## src/serial_line_command_decoder_assert.svh

```systemverilog
// ----------------------------------------------------------------------------
// serial line command decoder assertion macros
// concurrent checks that compile away when ASSERT_OFF is defined
// ----------------------------------------------------------------------------
`ifndef SERIAL_LINE_COMMAND_DECODER_ASSERT_SVH
`define SERIAL_LINE_COMMAND_DECODER_ASSERT_SVH

`ifndef ASSERT_OFF

// property must hold at every clock edge out of reset
`define SLCD_ASSERT(lbl, clk, rst_n, prop) \
    lbl: assert property (@(posedge clk) disable iff (!rst_n) prop) \
        else $error("slcd assertion failed");

// condition must never be seen out of reset
`define SLCD_ASSERT_NEVER(lbl, clk, rst_n, cond) \
    lbl: assert property (@(posedge clk) disable iff (!rst_n) !(cond)) \
        else $error("slcd forbidden condition seen");

`else

`define SLCD_ASSERT(lbl, clk, rst_n, prop)
`define SLCD_ASSERT_NEVER(lbl, clk, rst_n, cond)

`endif

`endif

```

## src/slcd_pkg.sv

```systemverilog
`timescale 1ns / 1ps
// ----------------------------------------------------------------------------
// slcd_pkg
// shared types, character codes and helpers of the serial line command decoder
// ----------------------------------------------------------------------------
package slcd_pkg;

    localparam int LINE_CAPACITY_DEF = 32;

    localparam logic [7:0] CH_TAB   = 8'd9;
    localparam logic [7:0] CH_LF    = 8'd10;
    localparam logic [7:0] CH_CR    = 8'd13;
    localparam logic [7:0] CH_SPACE = 8'd32;
    localparam logic [7:0] CH_PLUS  = 8'd43;
    localparam logic [7:0] CH_MINUS = 8'd45;
    localparam logic [7:0] CH_ZERO  = 8'd48;
    localparam logic [7:0] CH_NINE  = 8'd57;
    localparam logic [7:0] CH_A     = 8'd65;
    localparam logic [7:0] CH_C     = 8'd67;
    localparam logic [7:0] CH_S     = 8'd83;
    localparam logic [7:0] CH_V     = 8'd86;
    localparam logic [7:0] CH_X     = 8'd88;
    localparam logic [7:0] CH_Z     = 8'd90;

    localparam logic [31:0] MAG_CAP = 32'h8000_0000;
    localparam logic [31:0] POS_MAX = 32'h7FFF_FFFF;

    typedef enum logic [2:0] {
        ACT_NONE         = 3'd0,
        ACT_SELECT_SERVO = 3'd1,
        ACT_SET_SERVO    = 3'd2,
        ACT_ROT_RIGHT    = 3'd3,
        ACT_ROT_LEFT     = 3'd4,
        ACT_FORWARD      = 3'd5,
        ACT_BACK         = 3'd6
    } t_action;

    typedef enum logic [1:0] {
        PH_SKIP   = 2'd0,
        PH_SIGN   = 2'd1,
        PH_DIGITS = 2'd2,
        PH_DONE   = 2'd3
    } t_num_phase;

    // per-byte control from the top level to the line trackers
    typedef struct packed {
        logic store;     // byte taken into the line
        logic pair_en;   // a previous byte exists in this line
        logic parse_en;  // third byte of the line or later
        logic clear;     // line ends or is discarded
    } t_step_ctl;

    typedef struct packed {
        logic        echo_valid;
        logic        echo_lf_first;
        logic [7:0]  echo_byte;
        logic        line_done;
        t_action     action;
        logic [31:0] servo_index;
        logic [31:0] number_value;
        logic        overflow_dropped;
    } t_result;

    function automatic logic [5:0] pair_bits(input logic [7:0] a, input logic [7:0] b);
        logic [5:0] bits;
        bits    = '0;
        bits[0] = (a == CH_A) && (b == CH_A);
        bits[1] = (a == CH_A) && (b == CH_S);
        bits[2] = (a == CH_Z) && (b == CH_Z);
        bits[3] = (a == CH_X) && (b == CH_X);
        bits[4] = (a == CH_C) && (b == CH_C);
        bits[5] = (a == CH_V) && (b == CH_V);
        return bits;
    endfunction

    // lowest set bit wins
    function automatic t_action pick_action(input logic [5:0] pairs);
        t_action act;
        act = ACT_NONE;
        if (pairs[0])      act = ACT_SELECT_SERVO;
        else if (pairs[1]) act = ACT_SET_SERVO;
        else if (pairs[2]) act = ACT_ROT_RIGHT;
        else if (pairs[3]) act = ACT_ROT_LEFT;
        else if (pairs[4]) act = ACT_FORWARD;
        else if (pairs[5]) act = ACT_BACK;
        return act;
    endfunction

endpackage

```

## src/slcd_num_parser.sv

```systemverilog
`timescale 1ns / 1ps
// ----------------------------------------------------------------------------
// slcd_num_parser
// incremental base-10 parser: whitespace, optional sign, saturating digits
// ----------------------------------------------------------------------------
module slcd_num_parser (
    input  logic                 i_clk,
    input  logic                 i_rst_n,
    input  slcd_pkg::t_step_ctl  i_ctl,
    input  logic [7:0]           i_byte,
    output logic [31:0]          o_value
);
    import slcd_pkg::*;

    t_num_phase  r_phase, n_phase;
    logic        r_neg, n_neg;
    logic [31:0] r_mag, n_mag;

    logic        is_space;
    logic        is_digit;
    logic [35:0] acc;
    logic [31:0] acc_sat;

    assign is_space = (i_byte == CH_SPACE) || ((i_byte >= CH_TAB) && (i_byte <= CH_CR));
    assign is_digit = (i_byte >= CH_ZERO) && (i_byte <= CH_NINE);

    // mag * 10 as two shifts, plus the digit
    assign acc = ({4'b0, r_mag} << 3) + ({4'b0, r_mag} << 1)
               + {28'b0, i_byte - CH_ZERO};
    assign acc_sat = (acc > {4'b0, MAG_CAP}) ? MAG_CAP : acc[31:0];

    // CR and LF never change the parse, so the registered value is final
    assign o_value = r_neg ? (32'd0 - r_mag) : ((r_mag >= MAG_CAP) ? POS_MAX : r_mag);

    always_comb begin
        n_phase = r_phase;
        n_neg   = r_neg;
        n_mag   = r_mag;
        if (i_ctl.clear) begin
            n_phase = PH_SKIP;
            n_neg   = 1'b0;
            n_mag   = '0;
        end else if (i_ctl.parse_en) begin
            case (r_phase)
                PH_SKIP: begin
                    if (is_space) begin
                        n_phase = PH_SKIP;
                    end else if ((i_byte == CH_PLUS) || (i_byte == CH_MINUS)) begin
                        n_neg   = (i_byte == CH_MINUS);
                        n_phase = PH_SIGN;
                    end else if (is_digit) begin
                        n_mag   = acc_sat;
                        n_phase = PH_DIGITS;
                    end else begin
                        n_phase = PH_DONE;
                    end
                end
                PH_SIGN, PH_DIGITS: begin
                    if (is_digit) begin
                        n_mag   = acc_sat;
                        n_phase = PH_DIGITS;
                    end else begin
                        n_phase = PH_DONE;
                    end
                end
                default: begin
                    n_phase = r_phase;
                end
            endcase
        end
    end

    always_ff @(posedge i_clk) begin
        if (!i_rst_n) begin
            r_phase <= PH_SKIP;
            r_neg   <= 1'b0;
            r_mag   <= '0;
        end else begin
            r_phase <= n_phase;
            r_neg   <= n_neg;
            r_mag   <= n_mag;
        end
    end

endmodule

```

## src/slcd_pair_tracker.sv

```systemverilog
`timescale 1ns / 1ps
// ----------------------------------------------------------------------------
// slcd_pair_tracker
// remembers which two-letter commands appeared as adjacent bytes in the line
// ----------------------------------------------------------------------------
module slcd_pair_tracker (
    input  logic                 i_clk,
    input  logic                 i_rst_n,
    input  slcd_pkg::t_step_ctl  i_ctl,
    input  logic [7:0]           i_byte,
    output slcd_pkg::t_action    o_action
);
    import slcd_pkg::*;

    logic [7:0] r_prev, n_prev;
    logic [5:0] r_pairs, n_pairs;
    logic [5:0] seen;

    assign seen     = r_pairs | (i_ctl.pair_en ? pair_bits(r_prev, i_byte) : 6'b0);
    assign o_action = pick_action(seen);

    always_comb begin
        n_prev  = r_prev;
        n_pairs = r_pairs;
        if (i_ctl.clear) begin
            n_prev  = '0;
            n_pairs = '0;
        end else if (i_ctl.store) begin
            n_prev  = i_byte;
            n_pairs = seen;
        end
    end

    always_ff @(posedge i_clk) begin
        if (!i_rst_n) begin
            r_prev  <= '0;
            r_pairs <= '0;
        end else begin
            r_prev  <= n_prev;
            r_pairs <= n_pairs;
        end
    end

endmodule

```

## src/serial_line_command_decoder.sv

```systemverilog
`timescale 1ns / 1ps
// ----------------------------------------------------------------------------
// serial_line_command_decoder
// turns received serial bytes into echo bytes, line ends and command actions
// ----------------------------------------------------------------------------
// usage:
//   slave stream (i_s_*) takes one received byte per transaction; master
//   stream (o_m_*) gives exactly one result per accepted byte. tlast marks
//   the result of a byte that ended a line with CR or LF.
//   the echo enable register is written over i_cfg_valid / i_cfg_data and is
//   accepted every cycle; write it only while no result is pending.
// result path:
//   a result appears in the cycle after its byte is accepted and one byte can
//   be taken every cycle unless a held result stalls the input: the whole decode
//   runs between the input handshake and the single result register.
// reset:
//   synchronous, active low; the line state and the stored servo index clear,
//   echo is enabled, and the result register is emptied.
// stall:
//   while the result register is full and i_m_tready is low, o_s_tready is
//   low and the held result stays unchanged; a taken result frees the slot in
//   the same cycle, so a new byte can be accepted then.
// ----------------------------------------------------------------------------
module serial_line_command_decoder #(
    parameter int LINE_CAPACITY = slcd_pkg::LINE_CAPACITY_DEF
) (
    input  logic        i_clk,
    input  logic        i_rst_n,
    // configuration write
    input  logic        i_cfg_valid,
    output logic        o_cfg_ready,
    input  logic        i_cfg_data,     // echo_enable
    // received bytes
    input  logic        i_s_tvalid,
    output logic        o_s_tready,
    input  logic [7:0]  i_s_tdata,      // [7:0] rx_byte
    // decode results
    output logic        o_m_tvalid,
    input  logic        i_m_tready,
    output logic [79:0] o_m_tdata,      // [7:0] echo_byte, [10:8] action,
                                        // [42:11] servo_index,
                                        // [74:43] number_value, rest zero
    output logic        o_m_tlast,      // line_done
    output logic [2:0]  o_m_tuser       // [0] echo_valid, [1] echo_lf_first,
                                        // [2] overflow_dropped
);
    import slcd_pkg::*;

    localparam int CNT_W = $clog2(LINE_CAPACITY + 1);

    logic             r_echo_en;
    logic [CNT_W-1:0] r_count, n_count;
    logic [31:0]      r_servo, n_servo;
    logic             r_out_valid;
    t_result          r_res, n_res;

    logic       s_acc;
    logic       full;
    logic       is_eol;
    t_step_ctl  ctl;
    t_action    action;
    logic [31:0] value;

    assign o_cfg_ready = 1'b1;
    assign o_s_tready  = !r_out_valid || i_m_tready;
    assign s_acc       = i_s_tvalid && o_s_tready;

    assign full   = r_count >= CNT_W'(LINE_CAPACITY);
    assign is_eol = (i_s_tdata == CH_CR) || (i_s_tdata == CH_LF);

    always_comb begin
        ctl.store    = s_acc && !full;
        ctl.pair_en  = s_acc && !full && (r_count != '0);
        ctl.parse_en = s_acc && !full && (r_count >= CNT_W'(2));
        ctl.clear    = s_acc && (full || is_eol);
    end

    slcd_pair_tracker u_pairs (
        .i_clk    (i_clk),
        .i_rst_n  (i_rst_n),
        .i_ctl    (ctl),
        .i_byte   (i_s_tdata),
        .o_action (action)
    );

    slcd_num_parser u_num (
        .i_clk   (i_clk),
        .i_rst_n (i_rst_n),
        .i_ctl   (ctl),
        .i_byte  (i_s_tdata),
        .o_value (value)
    );

    always_comb begin
        n_res   = '0;
        n_count = r_count;
        n_servo = r_servo;
        if (full) begin
            n_res.overflow_dropped = 1'b1;
        end else begin
            n_res.echo_valid    = r_echo_en;
            n_res.echo_lf_first = r_echo_en && (i_s_tdata == CH_CR);
            n_res.echo_byte     = r_echo_en ? i_s_tdata : 8'd0;
            n_count             = r_count + CNT_W'(1);
            if (is_eol) begin
                n_res.line_done    = 1'b1;
                n_res.action       = action;
                n_res.number_value = value;
                n_res.servo_index  = (action == ACT_SET_SERVO) ? r_servo : 32'd0;
                if (action == ACT_SELECT_SERVO) begin
                    n_servo = value;
                end
            end
        end
        if (full || is_eol) begin
            n_count = '0;
        end
    end

    always_ff @(posedge i_clk) begin
        if (!i_rst_n) begin
            r_echo_en   <= 1'b1;
            r_count     <= '0;
            r_servo     <= '0;
            r_out_valid <= 1'b0;
        end else begin
            if (i_cfg_valid) begin
                r_echo_en <= i_cfg_data;
            end
            if (s_acc) begin
                r_count <= n_count;
                r_servo <= n_servo;
            end
            if (o_s_tready) begin
                r_out_valid <= s_acc;
            end
        end
    end

    always_ff @(posedge i_clk) begin
        if (s_acc) begin
            r_res <= n_res;
        end
    end

    assign o_m_tvalid = r_out_valid;
    assign o_m_tdata  = {5'b0, r_res.number_value, r_res.servo_index,
                         r_res.action, r_res.echo_byte};
    assign o_m_tlast  = r_res.line_done;
    assign o_m_tuser  = {r_res.overflow_dropped, r_res.echo_lf_first, r_res.echo_valid};

`include "serial_line_command_decoder_assert.svh"

    // line length stays within capacity
    `SLCD_ASSERT_NEVER(a_count_range, i_clk, i_rst_n, r_count > CNT_W'(LINE_CAPACITY))
    // a command action is only reported at a line end
    `SLCD_ASSERT(a_action_on_eol, i_clk, i_rst_n, (r_out_valid && (r_res.action != ACT_NONE)) |-> r_res.line_done)
    // a dropped byte gives no echo and ends no line
    `SLCD_ASSERT(a_drop_alone, i_clk, i_rst_n, (r_out_valid && r_res.overflow_dropped) |-> (!r_res.line_done && !r_res.echo_valid))
    // a line end or a drop restarts the line
    `SLCD_ASSERT(a_line_restart, i_clk, i_rst_n, (s_acc && (full || is_eol)) |=> (r_count == '0))

endmodule
```

## config.mk

```make
export PLATFORM = sky130hd
export DESIGN_NAME = serial_line_command_decoder
export DESIGN_NICKNAME = d
export VERILOG_FILES = /design/src/slcd_pkg.sv /design/src/slcd_num_parser.sv /design/src/slcd_pair_tracker.sv /design/src/serial_line_command_decoder.sv
export VERILOG_INCLUDE_DIRS = /design/src /design/src/src
export SDC_FILE = /design/constraint.sdc
export NUM_CORES = 1
export LEC_CHECK = 0
export ABC_AREA = 1
export ABC_CLOCK_PERIOD_IN_PS = 5800
export BUFFER_PORTS_ARGS = -buffer_cell sky130_fd_sc_hd__buf_2
export CORE_ASPECT_RATIO = 0.9
export CORE_MARGIN = 2
export CORE_UTILIZATION = 58
export DETAILED_ROUTE_END_ITERATION = 12
export GPL_TIMING_DRIVEN = 1
export HOLD_SLACK_MARGIN = 0.12
export PLACE_DENSITY = 0.81
export SLEW_MARGIN = 5
export SYNTH_ARGS = -nofsm -noshare
export SYNTH_HDL_FRONTEND = slang
export SYNTH_SLANG_ARGS = --single-unit
```

## constraint.sdc

```tcl
create_clock -name i_clk -period 5.8 [get_ports i_clk]
set_input_delay 1.16 -clock i_clk [delete_from_list [all_inputs] [get_ports i_clk]]
set_output_delay 1.16 -clock i_clk [all_outputs]
set_load 0.1 [all_outputs]
```

==> results.py <==
metrics = {
    "worst_setup_path": {
        "cp.required_ns": 6.16,
        "critPathMostFrequentCell": "nand2_1",
        "crit_slowest_cell": "fa_1",
        "r2r_slack_ns": 2.01,
        "crit_arrival_ns": 4.67,
        "critPathMaxStageDelay_ns": 0.47,
        "crit_type": "input pin to register",
        "worst_setup_path_start_kind": "input pin",
        "endpoint_kind": "register",
        "cp_max_fo": 31,
        "worstPathCellList": "buf_2 > inv_1 > ha_1 > inv_1 > fa_1 > inv_1 > ha_1 > or2_1 > nand3_1 > nand2_1 > nand2_1 > nand2_1 > nand2_1 > nand3_1 > nand2_1 > nand3_1 > nor2_1 > nand2_1 > nand2_2 > nand3_1 > a21oi_2",
    },
    "pwr": {
        "p_total_mw": 2.73,
        "switching_power_mw": 0.811,
        "internal_power_mw": 1.92,
        "power_density_nw_per_um2": 224,
        "pwr-share-seq_pct": 47.1,
        "swShare_pct": 29.7,
        "peakVddDrop_v": 0.000146,
        "clockPowerShare_pct": 39.6,
        "pwr-share-comb_pct": 13.4,
        "leakage_nw": 5.70,
    },
    "logic_synthesis": {
        "synth-seq-cells": 168,
        "async_reset_ff_share_pct": 0,
        "synth_edf_count": 79,
        "syn_area_per_cell_um2": 7.26,
        "synth_ff_type": "dfxtp_1",
        "synth.area.top_cells": "edfxtp_1 (21%), dfxtp_1 (16%), nand2_1 (13%)",
        "synthCells": 1520,
        "ys_types": 57,
        "syn_area_um2": 11000,
        "synth_top_cell_by_area": "edfxtp_1",
        "ys_warn_count": 0,
        "yosysMostFrequentCell": "nand2_1",
        "synth_top_cell_area_share_pct": 21.5,
        "synthTopCellsByCount": "nand2_1 (377), inv_1 (241), nor2_1 (160)",
        "yosysSeqAreaShare_pct": 37.6,
    },
    "flow_run": {
        "cap_viol_max_count": 0,
    },
    "layout": {
        "final_util_pct": 65.7,
        "drive_above_1_share_pct": 14.6,
        "antennaDiodeCount": 0,
        "fin_nets": 1685,
        "instances_no_fill": 1854,
        "area_growth_pct": 10.3,
        "fin_area_um2": 12200,
    },
    "clocking": {
        "cts.path.max_buffers": 2,
        "htreeDepth": 4,
        "cts_setup_buffers": 0,
        "cts_hold_buf": 0,
        "cts_resized": 0,
        "cts.sinks": 168,
        "cts_tree": "done",
        "cts.reportedPaths.clkPinSlew_ns": 0.06,
        "clk_latency_ns": 0.43,
        "cts_root_buf": "clkbuf_16",
        "numCtsBuffers": 17,
    },
    "floorplanning": {
        "row_count": 47,
        "initial_core_util_pct": 59.6,
        "die_h_um": 135,
        "die_area_um2": 20200,
        "die_w_um": 149,
        "core_region_area_um2": 18500,
        "io_pins": 101,
    },
    "sta": {
        "finalSetupViolations": 0,
        "relSlewSlack_pct": 32.9,
        "final-hold-violation-count": 0,
        "worstMarginPinSlew_ns": 1.00,
        "rsz0062_at_grt": "no",
        "skew_ns": 0.00963,
        "hold_slack_ns": 0.462,
        "period_share_pct": 74.4,
        "fin_setup_tns_ns": 0,
        "fmax_mhz": 232,
        "fin_crit_ns": 4.32,
        "drv_slew": 0,
        "final.setup.worst_slack_ns": 1.48,
    },
    "routing": {
        "post_drt_wl_per_cell_um": 14.3,
        "first_iter_violations": 934,
        "vias": 9955,
        "ant_nets": 0,
        "drt-pass1-iter-count": 7,
        "drt-total-wl_um": 26400,
        "vias_per_cell": 5.37,
        "drc": 0,
    },
    "global_routing": {
        "grt_pass1_vias": 9077,
        "track_usage_pct": 27.1,
        "grt_max_degree": 65,
        "antenna_found_initial": 0,
        "grt_pass1_wl_um": 43800,
        "grt.overflow.total": 0,
    },
    "hold_path": {
        "hold_class": "register to register",
    },
    "outcome": {
        "status": "completed",
    },
    "placement": {
        "place_congestion": 0.979,
        "post_dp_cell_area_um2": 11600,
        "portBuffers": 94,
        "place_ws_ns": 1.09,
        "place_inst": 1822,
        "dp_hpwl_um": 20000,
    },
}
-- power by group through the flow --
stage / clock network [mW] / logic [mW] / registers [mW]
global route: 1.13 / 0.383 / 1.29
floorplan: 0 / 0.110 / 1.51
finish: 1.08 / 0.365 / 1.29
CTS: 1.09 / 0.365 / 1.29
detailed placement: 0 / 0.364 / 1.31
global placement: 0 / 0.361 / 1.31
-- state kept, by name (all words and copies together) (netlist names), 2 cells and up --
signal and cells:
o_m_tdata 75, r_servo 32, u_num.r_mag 32, u_pairs.r_prev 8, r_count 6, u_pairs.r_pairs 6, o_m_tuser 3, u_num.r_phase 2
-- worst paths after layout --
kind / start / endpoint / depth (start not counted)
setup reg to reg: u_num.r_mag[4] / u_num.r_mag[1] / 18
hold reg to reg: r_servo[19] / r_servo[19] / 2
setup / recovery: i_s_tdata[4] / u_num.r_mag[1] / 21
hold / removal: r_servo[19] / r_servo[19] / 2
-- logic make-up after synthesis --
kind of cell / synth area share, %
adder cells (fa/ha/maj): 8.91
other: 0.0680
buffers and inverters: 11.2
multiplexers: 0.102
flip-flops: 37.6
AO/OA/AOI/OAI: 12.3
XOR/XNOR: 1.11
AND/OR/NAND/NOR: 28.7
-- metal layers --
| layer | vias up | track usage [%] | wire [µm] |
|---|---|---|---|
| met3 | 37 | 3.51 | 1880 |
| met5 | - | 0 | 0 |
| met1 | 4502 | 39.4 | 12400 |
| met4 | 0 | 7.78 | 422 |
| met2 | 396 | 42.6 | 11700 |
| li1 | 5020 | - | - |
-- layout make-up --
cell class                 count  area (µm²)
inverter                     255         958
timing repair buffer         100         515
tap                          245         307
fill                        1562        6350
sequential                   168        4150
clock inverter                12         103
multi-input combinational   1054        5670
clock buffer                  20         468
-- worst max-delay path, delay by kind of cell --
kind                     cells  cell delay, ns
adder cells (fa/ha/maj)      3            1.07
AO/OA/AOI/OAI                1            0.16
AND/OR/NAND/NOR             13            1.92
buffers and inverters        4            0.35
-- cell usage in the layout, fill, tap and decap left out, types with 8 or more instances in the layout --
cell type | netlist | routed
nor2_2 | 36 | 36
edfxtp_1 | 79 | 79
o21ai_1 | 29 | 29
nor3_1 | 20 | 20
a21oi_1 | 88 | 88
clkbuf_16 | 0 | 18
nand4_1 | 16 | 16
inv_1 | 241 | 240
xor2_1 | 8 | 8
inv_2 | 13 | 13
ha_1 | 69 | 69
nand3b_1 | 8 | 8
buf_2 | 12 | 94
nand2_1 | 377 | 377
nand3_1 | 81 | 81
dfxtp_1 | 89 | 89
nor2_1 | 160 | 160
o21ai_0 | 57 | 57
a21oi_2 | 27 | 27
No activity file was read; power rests on OpenSTA's default activity.
